### src/hpm_pkg.sv
// Package for the binary16 multiplier: constants, stage structures and helpers.
// No dependencies.
package hpm_pkg;

  localparam logic [15:0] HALF_POS_INF = 16'h7C00;
  localparam logic [15:0] HALF_NAN     = 16'h7FFF;
  localparam logic [15:0] HALF_NEG_INF = 16'hFC00;

  // Operands unpacked and special cases resolved.
  typedef struct packed {
    logic        valid;
    logic        sign;
    logic        special;
    logic [15:0] special_val;
    logic [10:0] ma;
    logic [10:0] mb;
    logic signed [7:0] xsum;
  } unpack_t;

  // Product of the significands.
  typedef struct packed {
    logic        valid;
    logic        sign;
    logic        special;
    logic [15:0] special_val;
    logic [21:0] p;
    logic signed [7:0] xsum;
  } mult_t;

  // Normalised and aligned product, ready for rounding.
  typedef struct packed {
    logic        valid;
    logic        sign;
    logic        special;
    logic [15:0] special_val;
    logic        sub;
    logic [11:0] q;
    logic        guard;
    logic        sticky;
    logic signed [7:0] be;
  } align_t;

  // Leading-zero normalisation of a subnormal fraction: the left shift that
  // brings its leading one up to the hidden-bit position.
  function automatic logic [3:0] lzc10(input logic [9:0] f);
    logic [3:0] n;
    n = 4'd10;
    for (int i = 0; i < 10; i++) begin
      if (f[i]) n = 4'(10 - i);
    end
    return n;
  endfunction

endpackage

### src/hpm_unpack.sv
// Stage one: operand decode, special cases, significand normalisation.
// Depends on hpm_pkg.
module hpm_unpack import hpm_pkg::*; (
  input  logic        clk,
  input  logic        rst_n,
  input  logic        in_valid,
  input  logic [15:0] operand_a,
  input  logic [15:0] operand_b,
  output unpack_t     st_r
);
  unpack_t st_nxt;
  logic [4:0] ea, eb;
  logic [9:0] fa, fb;
  logic [3:0] la, lb;
  logic sgn, az, bz;

  always_comb begin
    ea = operand_a[14:10]; eb = operand_b[14:10];
    fa = operand_a[9:0];   fb = operand_b[9:0];
    sgn = operand_a[15] ^ operand_b[15];
    az = (ea == 5'd0) && (fa == 10'd0);
    bz = (eb == 5'd0) && (fb == 10'd0);
    la = lzc10(fa); lb = lzc10(fb);
    st_nxt = '0;
    st_nxt.valid = in_valid;
    st_nxt.sign = sgn;
    if (((ea == 5'd31) && (fa != 10'd0)) || ((eb == 5'd31) && (fb != 10'd0))) begin
      st_nxt.special = 1'b1; st_nxt.special_val = HALF_NAN;
    end else if ((ea == 5'd31) || (eb == 5'd31)) begin
      st_nxt.special = 1'b1;
      st_nxt.special_val = (az || bz) ? HALF_NAN : (sgn ? HALF_NEG_INF : HALF_POS_INF);
    end else if (az || bz) begin
      st_nxt.special = 1'b1; st_nxt.special_val = {sgn, 15'd0};
    end
    if (ea != 5'd0) st_nxt.ma = {1'b1, fa};
    else            st_nxt.ma = 11'({1'b0, fa} << la);
    if (eb != 5'd0) st_nxt.mb = {1'b1, fb};
    else            st_nxt.mb = 11'({1'b0, fb} << lb);
    st_nxt.xsum = ((ea != 5'd0) ? 8'(signed'({3'd0, ea}) - 8'sd15) : 8'(-8'sd14 - signed'({4'd0, la})))
                + ((eb != 5'd0) ? 8'(signed'({3'd0, eb}) - 8'sd15) : 8'(-8'sd14 - signed'({4'd0, lb})));
  end

  always_ff @(posedge clk) begin
    if (!rst_n) begin
      st_r.valid <= 1'b0;
    end else begin
      st_r.valid <= st_nxt.valid;
    end
    {st_r.sign, st_r.special, st_r.special_val, st_r.ma, st_r.mb, st_r.xsum} <=
      {st_nxt.sign, st_nxt.special, st_nxt.special_val, st_nxt.ma, st_nxt.mb, st_nxt.xsum};
  end
endmodule

### src/hpm_multiply.sv
// Stage two: 11 by 11 significand multiply.
// Depends on hpm_pkg.
module hpm_multiply import hpm_pkg::*; (
  input  logic    clk,
  input  logic    rst_n,
  input  unpack_t st_i,
  output mult_t   st_r
);
  always_ff @(posedge clk) begin
    if (!rst_n) begin
      st_r.valid <= 1'b0;
    end else begin
      st_r.valid <= st_i.valid;
    end
    st_r.sign        <= st_i.sign;
    st_r.special     <= st_i.special;
    st_r.special_val <= st_i.special_val;
    st_r.p           <= 22'(st_i.ma) * 22'(st_i.mb);
    st_r.xsum        <= st_i.xsum;
  end
endmodule

### src/hpm_align.sv
// Stage three: normalise the product and shift right for gradual underflow.
// Depends on hpm_pkg.
module hpm_align import hpm_pkg::*; (
  input  logic   clk,
  input  logic   rst_n,
  input  mult_t  st_i,
  output align_t st_r
);
  align_t st_nxt;
  logic [5:0] sh;
  logic signed [7:0] be;
  logic [33:0] ext;
  logic [33:0] shifted;

  always_comb begin
    be = st_i.xsum + 8'sd15 + (st_i.p[21] ? 8'sd1 : 8'sd0);
    sh = st_i.p[21] ? 6'd11 : 6'd10;
    st_nxt = '0;
    st_nxt.valid = st_i.valid;
    st_nxt.sign = st_i.sign;
    st_nxt.special = st_i.special;
    st_nxt.special_val = st_i.special_val;
    st_nxt.be = be;
    if (be < 8'sd1) begin
      st_nxt.sub = 1'b1;
      if ((8'sd1 - be) > 8'sd25) sh = 6'd34;
      else sh = sh + 6'(8'sd1 - be);
    end
    // Product placed at the top of a wide word; shift down and collect the tail.
    ext = {st_i.p, 12'd0};
    shifted = ext >> sh;
    // Integer part sits in bits 23..12 of the shifted word.
    st_nxt.q = shifted[23:12];
    st_nxt.guard = shifted[11];
    st_nxt.sticky = (shifted[10:0] != 11'd0) || ((ext & ~(34'h3FFFFFFFF << sh)) != 34'd0);
  end

  always_ff @(posedge clk) begin
    if (!rst_n) begin
      st_r.valid <= 1'b0;
    end else begin
      st_r.valid <= st_nxt.valid;
    end
    {st_r.sign, st_r.special, st_r.special_val, st_r.sub, st_r.q, st_r.guard,
     st_r.sticky, st_r.be} <=
      {st_nxt.sign, st_nxt.special, st_nxt.special_val, st_nxt.sub, st_nxt.q,
       st_nxt.guard, st_nxt.sticky, st_nxt.be};
  end
endmodule

### src/hpm_round.sv
// Stage four: round to nearest even, overflow handling and result packing.
// Depends on hpm_pkg.
module hpm_round import hpm_pkg::*; (
  input  logic        clk,
  input  logic        rst_n,
  input  align_t      st_i,
  output logic        valid_r,
  output logic [15:0] product_r
);
  logic [11:0] q;
  logic signed [7:0] be;
  logic [15:0] product_nxt;

  always_comb begin
    q = st_i.q;
    if (st_i.guard && (st_i.sticky || q[0])) q = q + 12'd1;
    be = st_i.be;
    if (st_i.special) begin
      product_nxt = st_i.special_val;
    end else if (st_i.sub) begin
      product_nxt = {st_i.sign, q[10:0] == 11'd0 && !q[11] ? 15'd0 : {4'd0, q[10:0]}};
    end else begin
      if (q == 12'h800) begin
        q = 12'h400; be = be + 8'sd1;
      end
      if (be >= 8'sd31) product_nxt = {st_i.sign, HALF_POS_INF[14:0]};
      else product_nxt = {st_i.sign, be[4:0], q[9:0]};
    end
  end

  always_ff @(posedge clk) begin
    if (!rst_n) begin
      valid_r <= 1'b0;
    end else begin
      valid_r <= st_i.valid;
    end
    product_r <= product_nxt;
  end
endmodule

### src/half_precision_multiplier_unit.sv
// Top level of the binary16 multiplier: four pipeline stages.
// Depends on hpm_pkg, hpm_unpack, hpm_multiply, hpm_align and hpm_round.
//
// Usage. Raise start with in_operand_a and in_operand_b; the transaction is
// accepted at the rising edge where start is high and busy is low. busy is
// tied low, so one operand pair may be accepted in every cycle.
// Each result appears on out_product for exactly one cycle, marked by
// out_strobe, once its transaction has passed all four register stages;
// results leave in the order of acceptance. The register stages are:
// decode with subnormal normalisation, the 11 by 11 significand multiply,
// normalisation and underflow alignment, then rounding and packing.
// Throughput is one result per cycle.
// The receiver cannot stall, so there is no back pressure: results must be
// taken in the cycle they are shown.
// Reset (rst_n low, synchronous) clears every stage valid bit, so nothing in
// flight survives it and no strobe follows; payload registers are not reset.
// NaN results are the canonical 0x7FFF; overflow gives signed infinity.
module half_precision_multiplier_unit import hpm_pkg::*; (
  input  logic        clk,
  input  logic        rst_n,
  input  logic        start,
  output logic        busy,
  input  logic [15:0] in_operand_a,
  input  logic [15:0] in_operand_b,
  output logic        out_strobe,
  output logic [15:0] out_product
);
  unpack_t s1;
  mult_t   s2;
  align_t  s3;

  // The pipeline never stalls, so it always takes a new transaction.
  assign busy = 1'b0;

  hpm_unpack u_unpack (
    .clk(clk), .rst_n(rst_n), .in_valid(start && !busy),
    .operand_a(in_operand_a), .operand_b(in_operand_b), .st_r(s1)
  );
  hpm_multiply u_multiply (.clk(clk), .rst_n(rst_n), .st_i(s1), .st_r(s2));
  hpm_align    u_align    (.clk(clk), .rst_n(rst_n), .st_i(s2), .st_r(s3));
  hpm_round    u_round    (
    .clk(clk), .rst_n(rst_n), .st_i(s3), .valid_r(out_strobe), .product_r(out_product)
  );
endmodule

### config.mk
export PLATFORM = sky130hd
export DESIGN_NAME = half_precision_multiplier_unit
export DESIGN_NICKNAME = d
export VERILOG_FILES = /design/src/hpm_pkg.sv /design/src/hpm_unpack.sv /design/src/hpm_multiply.sv /design/src/hpm_align.sv /design/src/hpm_round.sv /design/src/half_precision_multiplier_unit.sv
export SDC_FILE = /design/constraint.sdc
export NUM_CORES = 1
export LEC_CHECK = 0
export BUFFER_PORTS_ARGS = -buffer_cell sky130_fd_sc_hd__buf_2
export CAP_MARGIN = 30
export CORE_UTILIZATION = 55
export CTS_CLUSTER_SIZE = 28
export DETAILED_ROUTE_END_ITERATION = 10
export PLACE_DENSITY_LB_ADDON = 0.25
export SLEW_MARGIN = 10
export SYNTH_ARGS = -nofsm -noshare
export SYNTH_HDL_FRONTEND = slang
export SYNTH_SLANG_ARGS = --single-unit
### constraint.sdc
create_clock -name clk -period 5.3 [get_ports clk]
set_input_delay 0 -clock clk [delete_from_list [all_inputs] [get_ports clk]]
set_output_delay 0 -clock clk [all_outputs]
set_load 0.05 [all_outputs]
==> metrics.md, run 1 <==
| Metric | Value |
|---|---|
| TritonCTS Buffers | 17 |
| Worst slack at placement | -0.238 ns |
| Fmax | a little under 200 MHz |
| DRT antenna net count | 0 |
| Commonest cells after routing, fill and taps aside | 150 x nand2_1, 122 x inv_1, 109 x dfxtp_1 |
| TritonCTS Sinks | ~120 |
| Status | completed |
| Worst-Margin Slew | about 0.94 ns |
| WS Path Type | flip-flop to flip-flop |
| Avg Cell Area, Syn | between 8 and 9 um^2 |
| Reg-to-reg slack, setup | approximately 0.12 ns |
| FF-to-FF path depth | 20 |
| Leak | around 6 nW |
| Mapped Cells | roughly 1300 |
| Initial Util | 56.4% |
| Core ar. | 19500 um^2 |
| Post-synthesis async set-or-reset flop share | 0% |
| Via/cell ratio | 5.71 |
| Synth Cell Area | around 11000 um^2 |
| Leading cell type in the layout, fill and taps excluded | nand2_1 |
| Number of flops mapped to enable cells by yosys | 0 |
| Clk_lat worst skew | about 0.42 ns |
| Met2 Use GR | around half |
| First-pass GRT wire length | about 44 mm |
| DIE WIDTH | roughly 140 um |
| Tmin final | 5.18 ns |
| Via count | between 9000 and 10000 |
| FF+latch count, synth | around 120 |
| Crit path max fanout | 5 |
| Crit path required time | about 5.6 ns |
| Layout cell share with drive strength beyond 1 | ~16% |
| Gr busiest metal | met2 |
| Worst slew margin | 37.3% |
| Max Cap Viol | 0 |
| FP Rows | 51 |
| Syn-to-layout area delta | 15.8% |
| CP Capture Type | flip-flop |
| WL/cell | around 16 um |
| CTS tree | built |
| Hold Path Stages | 4 |
| Tcrit/Tclk final | 97.7% |
| Worst-case clock buffer depth | 2 |
| Ys flop type | dfxtp_1 |
| Power, Total | ~8.6 mW |
| # diodes | 0 |
| Fillcell total | 1626 |
| Drt first-iter violations | 547 |
| CP endpoint | u_multiply.st_r[27] |
| Sequential-to-total area share from yosys stat | a little over a fifth |
| Met1 global-route usage | between 30% and 40% |
| CP arrival | ~5.5 ns |
| Warnings, synthesis | 0 |
| Crit start category | flip-flop |
| Clk root buf | clkbuf_16 |
| IO Pins | 53 |
| Die height | ~140 um |
| Worst IR Drop VDD | 324 uV |
| Largest net degree at the start of global routing | 29 |
| H-tree levels | 4 |
| Worst hold path type | input port to flip-flop |
| Worst R2R Start | u_unpack.st_r[12] |
| Residual DRC count | 0 |
| Clk_skew | 0.00971 ns |
| Synth unique cells | 97 |
| Layout Nets | around 1600 |
| RR Endpoint | u_multiply.st_r[27] |
| Total global routing overflow | 0 |
| TritonRoute pass-1 iters | 5 |
| Die area | about 21000 um^2 |
| Endpoints failing setup | 0 |
| Max Slew Vio Count | 0 |
| Crit. Startpoint | u_unpack.st_r[12] |
| Count of input and output buffers | 51 |
| GP Congestion | 0.945 |
| Final setup margin | roughly 0.12 ns |
| Met3 usage | roughly 4.3% |
| Total track usage | between 20% and 30% |
| Final Hold Viols | 0 |
| Worst-path clk slew | 0.06 ns |
| PD cells | roughly 670 nW/um^2 |
| Final HPWL DP | 20.6 mm |
| Vias in the first global route | about 9000 |
| Detailed Route WL | between 20 and 30 mm |
| Initial antenna violation count | 0 |
| Syn nets | approximately 1500 |
-- Yosys cell counts (all sizes together), types with 3 or more instances --
| cell type | number | area, um^2 |
|---|---|---|
| a211oi | 12 | 100 |
| a21boi | 9 | 71.3 |
| a21o | 7 | 60.1 |
| a21oi | 58 | 294 |
| a221oi | 6 | 70.1 |
| a22o | 7 | 61.3 |
| a31oi | 8 | 50.1 |
| a32oi | 3 | 26.3 |
| a41oi | 3 | 26.3 |
| and2 | 64 | 400 |
| and3 | 6 | 37.5 |
| and4 | 3 | 26.3 |
| buf | 16 | 135 |
| clkbuf | 43 | 163 |
| dfxtp | 118 | 2360 |
| fa | 81 | 1620 |
| ha | 82 | 1030 |
| inv | 128 | 480 |
| mux2 | 8 | 90.1 |
| mux2i | 65 | 651 |
| nand2 | 152 | 571 |
| nand2b | 8 | 50.1 |
| nand3 | 31 | 165 |
| nand4 | 10 | 77.6 |
| nor2 | 82 | 318 |
| nor2b | 11 | 71.3 |
| nor3 | 43 | 220 |
| nor3b | 3 | 38.8 |
| nor4 | 11 | 75.1 |
| nor4b | 3 | 41.3 |
| o211ai | 11 | 92.6 |
| o21a | 10 | 75.1 |
| o21ai | 65 | 337 |
| o21bai | 6 | 45.0 |
| o22ai | 7 | 43.8 |
| o31ai | 5 | 42.5 |
| or2 | 4 | 25.0 |
| or3 | 7 | 43.8 |
| or4 | 4 | 30.0 |
| xnor2 | 37 | 358 |
| xor2 | 19 | 166 |
-- flip-flops by register name, summed over array words and instances, names as in the netlist --
| register | cells |
|---|---|
| u_multiply.st_r | 36 |
| u_unpack.st_r | 36 |
| u_align.st_r | 29 |
| u_round.product_r | 16 |
| u_round.valid_r | 1 |
-- layout make-up --
cell class              instances  area [um^2]  area share, %
well taps                     265          332           2.60
clock inverters                15          146           1.15
inverters                     128          480           3.77
repair buffers                137         1010           7.89
multi-input cells             986         7980           62.6
clock buffers                  17          425           3.34
flip-flops and latches        118         2380           18.7
-- critical path, stage by stage (launching register included) --
cell and delay (ns):
dfxtp_4 0.37, buf_6 0.11, nand2_2 0.06, fa_1 0.60
inv_2 0.06, fa_1 0.51, inv_2 0.04, fa_1 0.47
inv_1 0.06, fa_1 0.56, fa_1 0.45, ha_4 0.23
a21boi_4 0.14, o21ai_2 0.18, a21boi_2 0.08, o31a_1 0.31
o211a_1 0.23, o21a_1 0.21, o21ai_2 0.17, nand2b_1 0.08
xor2_1 0.13
-- worst min path at each step --
stage                     startpoint                end  slack, ns
floorplan           in_operand_a[15]  u_unpack.st_r[47]       0.10
CTS                 in_operand_a[13]  u_unpack.st_r[46]       0.02
detailed placement             start  u_unpack.st_r[48]       0.21
finish              in_operand_a[12]  u_unpack.st_r[46]       0.04
global route        in_operand_a[13]  u_unpack.st_r[46]       0.05
global placement    in_operand_a[15]  u_unpack.st_r[47]       0.21
-- timing repair --
item | in CTS | in global routing
cloned | 0 | 0
setup endpoints to repair | 3 | 6
hold buffers | 26 | 0
endpoints found under the hold margin | 28 | 0
pin swaps | 6 | 28
buffers inserted | 1 | 4
gates resized for setup | 10 | 33
-- stage by stage --
stage          hold WS [ns]  std cells  setup TNS [ns]  area, um^2  util (%)
2_1_floorplan         0.103       1291               0       11000         -
3_3_place_gp          0.206       1602          -0.349       11800      60.2
3_5_place_dp          0.211       1603          -0.606       11800      60.3
4_1_cts              0.0152       1662               0       12600      64.7
5_1_grt              0.0522       1666          -0.100       12700      65.3
6_report             0.0442       1666               0       12700      65.3
-- report_power, final --
| part | internal [mW] | switching [mW] |
|---|---|---|
| logic | 2.60 | 3.37 |
| clock network | 0.655 | 0.453 |
| registers | 1.22 | 0.307 |
-- kinds of logic (layout without fill, tap and decap cells) --
| family | Yosys count | after routing | synth area share (%) |
|---|---|---|---|
| AOI/OAI and AO/OA | 240 | 240 | 14.7 |
| buffers and inverters | 187 | 297 | 7.07 |
| xor gates and xnor gates | 57 | 57 | 4.97 |
| DFF | 118 | 118 | 21.5 |
| adders and majority gates | 163 | 163 | 24.0 |
| other | 1 | 1 | 0.0341 |
| muxes | 75 | 75 | 7.14 |
| and+or+nand+nor | 450 | 450 | 20.6 |
-- per-layer routing --
metal / up-vias / share of wire, %
met4: 0 / 3.7
li1: 4611 / -
met5: - / 0
met3: 77 / 3.9
met1: 4492 / 42
met2: 332 / 50
(Power assumes the default switching activity.)
==> run 2, diff against run 1 <==
--- a/config.mk
+++ b/config.mk
@@ -14,4 +14,5 @@
 export SLEW_MARGIN = 10
 export SYNTH_ARGS = -nofsm -noshare
 export SYNTH_HDL_FRONTEND = slang
+export SYNTH_HIERARCHICAL = 1
 export SYNTH_SLANG_ARGS = --single-unit
==> run 2 against run 1 <==
Compared with the run above: clock power up 13%; power up 11%; register-to-register slack better by 0.15 ns; critical path type unchanged; largest power group unchanged.
==> metrics.md, run 2 <==
| Metric | Value |
|---|---|
| Status | completed (unchanged) |
| Post-synth top cells | 190 x nand2_1, 144 x dfxtp_1, 142 x inv_1, 91 x nor2_1, 82 x ha_1 (was 152 x nand2_1, 125 x inv_1, 118 x dfxtp_1, 82 x ha_1, 81 x fa_1) |
| Number of flops mapped to enable cells by yosys | 0 (unchanged) |
| Tcrit/Tclk final | 94.8% (was 97.7%) |
| Fmax | 199 MHz (was 193 MHz) |
| Reg-to-reg slack, setup | 0.27 ns (was 0.12 ns) |
| Mapped Cells | 1577 (was 1291) |
| Layout cell share with drive strength beyond 1 | 11.7% (was 15.7%) |
| Crit start category | flip-flop (unchanged) |
| Register share of total power | 19.0% (was 17.7%) |
| RSZ-0062 raised after global routing | false |
| Worst-Margin Slew | 0.995 ns (was 0.938 ns) |
| Drt first-iter violations | 1107 (was 547) |
| Synth unique cells | 111 (was 97) |
| Vias in the first global route | 11300 (was 9228) |
| Final HPWL DP | 26.7 mm (was 20.6 mm) |
| Die height | 156 um (was 143 um) |
| Residual DRC count | 0 (unchanged) |
| CTS tree | built (unchanged) |
| Switch share | 51.6% (was 48.0%) |
| Initial antenna violation count | 0 (unchanged) |
| Biggest register | u_multiply/st_r |
| Top-count cell post-synth | nand2_1 (unchanged) |
| Max Slew Vio Count | 0 (unchanged) |
| Gr busiest metal | met2 (unchanged) |
| Worst IR Drop VDD | 438 uV (was 324 uV) |
| Sequential-to-total area share from yosys stat | 22.0% (was 21.5%) |
| Via count | 11600 (was 9512) |
| Largest net degree at the start of global routing | 23 (was 29) |
| Synth Cell Area | 13100 um^2 (was 11000 um^2) |
| Core ar. | 23400 um^2 (was 19500 um^2) |
| DIE WIDTH | 156 um (was 143 um) |
| TNS Setup | 0 ns (unchanged) |
| Syn nets | 1775 (was 1489) |
| Layout Nets | 1790 (was 1586) |
| Hold_sp | in_operand_b[7] (was in_operand_a[12]) |
| First-pass GRT wire length | 56.9 mm (was 44.4 mm) |
| Warnings, synthesis | 6 (was 0) |
| Met1 global-route usage | 35.7% (was 32.1%) |
| Hold Path Stages | 2 (was 4) |
| Largest regs | u_multiply/st_r: 49 flops, u_align/st_r: 42 flops, u_unpack/st_r: 36 flops (was u_multiply.st_r: 36 flops, u_unpack.st_r: 36 flops, u_align.st_r: 29 flops) |
| Commonest cells after routing, fill and taps aside | 190 x nand2_1, 142 x inv_1, 142 x dfxtp_1 (was 150 x nand2_1, 122 x inv_1, 109 x dfxtp_1) |
| TritonRoute pass-1 iters | 6 (was 5) |
| Initial Util | 55.9% (was 56.4%) |
| Crit path max fanout | 9 (was 5) |
| Top area cells in the synthesized netlist | dfxtp_1 22%, fa_1 12%, ha_1 7.8%, nand2_1 5.5%, inv_1 4.1% (was dfxtp_1 21%, fa_1 15%, ha_1 9.3%, mux2i_1 5.9%, nand2_1 5.2%) |
| CP Capture Type | flip-flop (unchanged) |
| Worst R2R Start | u_unpack/st_r[23] (was u_unpack.st_r[12]) |
| Clk_skew | 0.00965 ns (was 0.00971 ns) |
| Count of input and output buffers | 51 (unchanged) |
| TritonCTS Sinks | 144 (was 118) |
| CP arrival | 5.34 ns (was 5.49 ns) |
| Clk_lat worst skew | 0.42 ns (about the same) |
| Ys flop type | dfxtp_1 (unchanged) |
| IO Pins | 53 (unchanged) |
| Area leader, netlist | dfxtp_1 (unchanged) |
| Syn-to-layout area delta | 9.00% (was 15.8%) |
| # diodes | 0 (unchanged) |
| Combinational share of power | 67.9% (was 69.4%) |
| RR Endpoint | u_multiply/st_r[29] (was u_multiply.st_r[27]) |
| Leading cell type in the layout, fill and taps excluded | nand2_1 (unchanged) |
| Clk root buf | clkbuf_16 (unchanged) |
| Die area | 24400 um^2 (was 20600 um^2) |
| Final cell count without fillers | 1924 (was 1666) |
| FF+latch count, synth | 144 (was 118) |
| FF-to-FF path depth | 18 (was 20) |
| Met3 usage | 4.47% (was 4.33%) |
| Avg Cell Area, Syn | 8.29 um^2 (was 8.53 um^2) |
| DRT antenna net count | 0 (unchanged) |
| H-tree levels | 4 (unchanged) |
| Hold EP | u_unpack/st_r[15] (was u_unpack.st_r[46]) |
| WS Path Type | flip-flop to flip-flop (unchanged) |
| FP Rows | 56 (was 51) |
| Leak | 6.27 nW (was 5.83 nW) |
| Worst hold path type | input port to flip-flop (unchanged) |
| Clock group share of total power | 13.1% (was 12.9%) |
| Post-synth top area share | 22.0% (was 21.5%) |
| Worst-path clk slew | 0.07 ns (was 0.06 ns) |
| Max reg flops | between 40 and 50 |
| Power, Total | 9.55 mW (was 8.60 mW) |
| PD cells | 670 nW/um^2 (was 675 nW/um^2) |
| Post-CTS Repair Setup Buffers | 0 (was 1) |
| Detailed Route WL | 35.0 mm (was 26.9 mm) |
| Post-synthesis async set-or-reset flop share | 0% (unchanged) |
| Max Cap Viol | 0 (unchanged) |
| Via/cell ratio | 6.04 (was 5.71) |
| Total global routing overflow | 0 (unchanged) |
| Endpoints failing setup | 0 (unchanged) |
| Worst-case clock buffer depth | 2 (unchanged) |
| Tmin final | 5.03 ns (was 5.18 ns) |
| Final Hold Viols | 0 (unchanged) |
| P_int | 4.62 mW (was 4.47 mW) |
| Crit path required time | 5.61 ns (about the same) |
| TritonCTS Buffers | 17 (unchanged) |
| Placed insts | 1871 (was 1603) |
| Switch Pwr | 4.93 mW (was 4.13 mW) |
| Worst slew margin | 33.4% (was 37.3%) |
| WL/cell | 18.2 um (was 16.2 um) |
| GP Congestion | 1.00 (was 0.945) |
| Met2 Use GR | 52.3% (was 48.8%) |
| Total track usage | 29.6% (was 27.4%) |
==> run 2: cell count changes in the layout (fill, tap and decap cells not counted), moves of 11 or more <==
| cell | previous run | this run |
|---|---|---|
| mux2i_1 | 65 | 18 |
| nand2_1 | 150 | 190 |
| dfxtp_1 | 109 | 142 |
| inv_1 | 122 | 142 |
| buf_4 | 53 | 34 |
| o21ai_1 | 8 | 26 |
| nand3_1 | 29 | 46 |
| a211oi_1 | 10 | 23 |
| nor3_1 | 42 | 29 |
| o21ai_0 | 50 | 62 |
| a21oi_1 | 55 | 66 |
| nor2_1 | 80 | 91 |
==> run 2: power groups by stage <==
stage / clock network (mW) / logic (mW) / registers, mW
3_3_place_gp: 0 / 6.20 / 1.82
6_report: 1.25 / 6.49 / 1.82
4_1_cts: 1.27 / 6.35 / 1.80
3_5_place_dp: 0 / 6.29 / 1.83
5_1_grt: 1.32 / 7.12 / 1.86
2_1_floorplan: 0 / 4.84 / 1.79
==> run 2: how the worst max path moves through the flow <==
stage | from | endpoint | cells after the start | slack (ns)
2_1_floorplan | u_unpack/st_r[12] | u_multiply/st_r[28] | 17 | 0.44
3_3_place_gp | u_unpack/st_r[22] | u_multiply/st_r[28] | 14 | 0.32
3_5_place_dp | u_unpack/st_r[24] | u_multiply/st_r[28] | 15 | 0.25
4_1_cts | u_unpack/st_r[22] | u_multiply/st_r[28] | 14 | 0.22
5_1_grt | u_unpack/st_r[23] | u_multiply/st_r[29] | 18 | 0.03
6_report | u_unpack/st_r[23] | u_multiply/st_r[29] | 18 | 0.27
==> run 2: what timing repair did <==
action | CTS | global route
setup endpoints to repair | 0 | 2
gates resized for setup | 0 | 3
hold buffers | 20 | 0
hold endpoints to repair | 18 | 0
==> run 2: worst max-delay path, cell delays in order, from the launching register on <==
cell and delay (ns):
dfxtp_1 0.42, buf_4 0.20, and2_1 0.14, fa_1 0.50, inv_1 0.05, fa_1 0.50, inv_1 0.07, fa_1 0.52
fa_1 0.55, inv_1 0.05, fa_1 0.52, inv_1 0.04, ha_1 0.34, o21a_1 0.12, nor2_1 0.23, nor3_2 0.12
a31oi_4 0.20, nor3_1 0.06, a311oi_1 0.27
==> run 2: cell type report <==
| type | instances | area, um^2 |
|---|---|---|
| Clock buffer | 17 | 425 |
| Timing Repair Buffer | 105 | 711 |
| Sequential cell | 144 | 2890 |
| Fill cell | 2088 | 9150 |
| Clock inverter | 15 | 189 |
| Multi-Input combinational cell | 1178 | 9090 |
| Tap cell | 319 | 399 |
| Inverter | 146 | 551 |
==> run 2: through the flow <==
| step | hold WS, ns | cell area (um^2) | util, % | worst slack [ns] |
|---|---|---|---|---|
| 2_1_floorplan | 0.0989 | 13100 | - | 0.441 |
| 3_3_place_gp | 0.204 | 13400 | 57.4 | 0.322 |
| 3_5_place_dp | 0.208 | 13400 | 57.4 | 0.252 |
| 4_1_cts | 0.00786 | 14200 | 60.8 | 0.224 |
| 5_1_grt | 0.0378 | 14300 | 60.9 | 0.0272 |
| 6_report | 0.0120 | 14300 | 60.9 | 0.275 |
==> run 2: cells by family (layout without fill, tap and decap cells) <==
group           after synthesis  in the layout  synth area share, %
fa+ha+maj                   163            163                 20.2
xor+xnor                     61             61                 4.46
mux                          24             24                 1.89
compound gates              379            379                 21.3
flops                       144            144                 22.0
buf+inv                     255            283                 8.50
simple gates                550            550                 21.6
other cells                   1              1               0.0287
==> run 2: routing by layer <==
| layer | wire (um) | up-vias | part of all wire (%) |
|---|---|---|---|
| met2 | 17300 | 487 | 49 |
| met5 | 0 | - | 0 |
| met4 | 1260 | 0 | 3.6 |
| met3 | 2090 | 96 | 6.0 |
| met1 | 14300 | 5552 | 41 |
| li1 | - | 5492 | - |
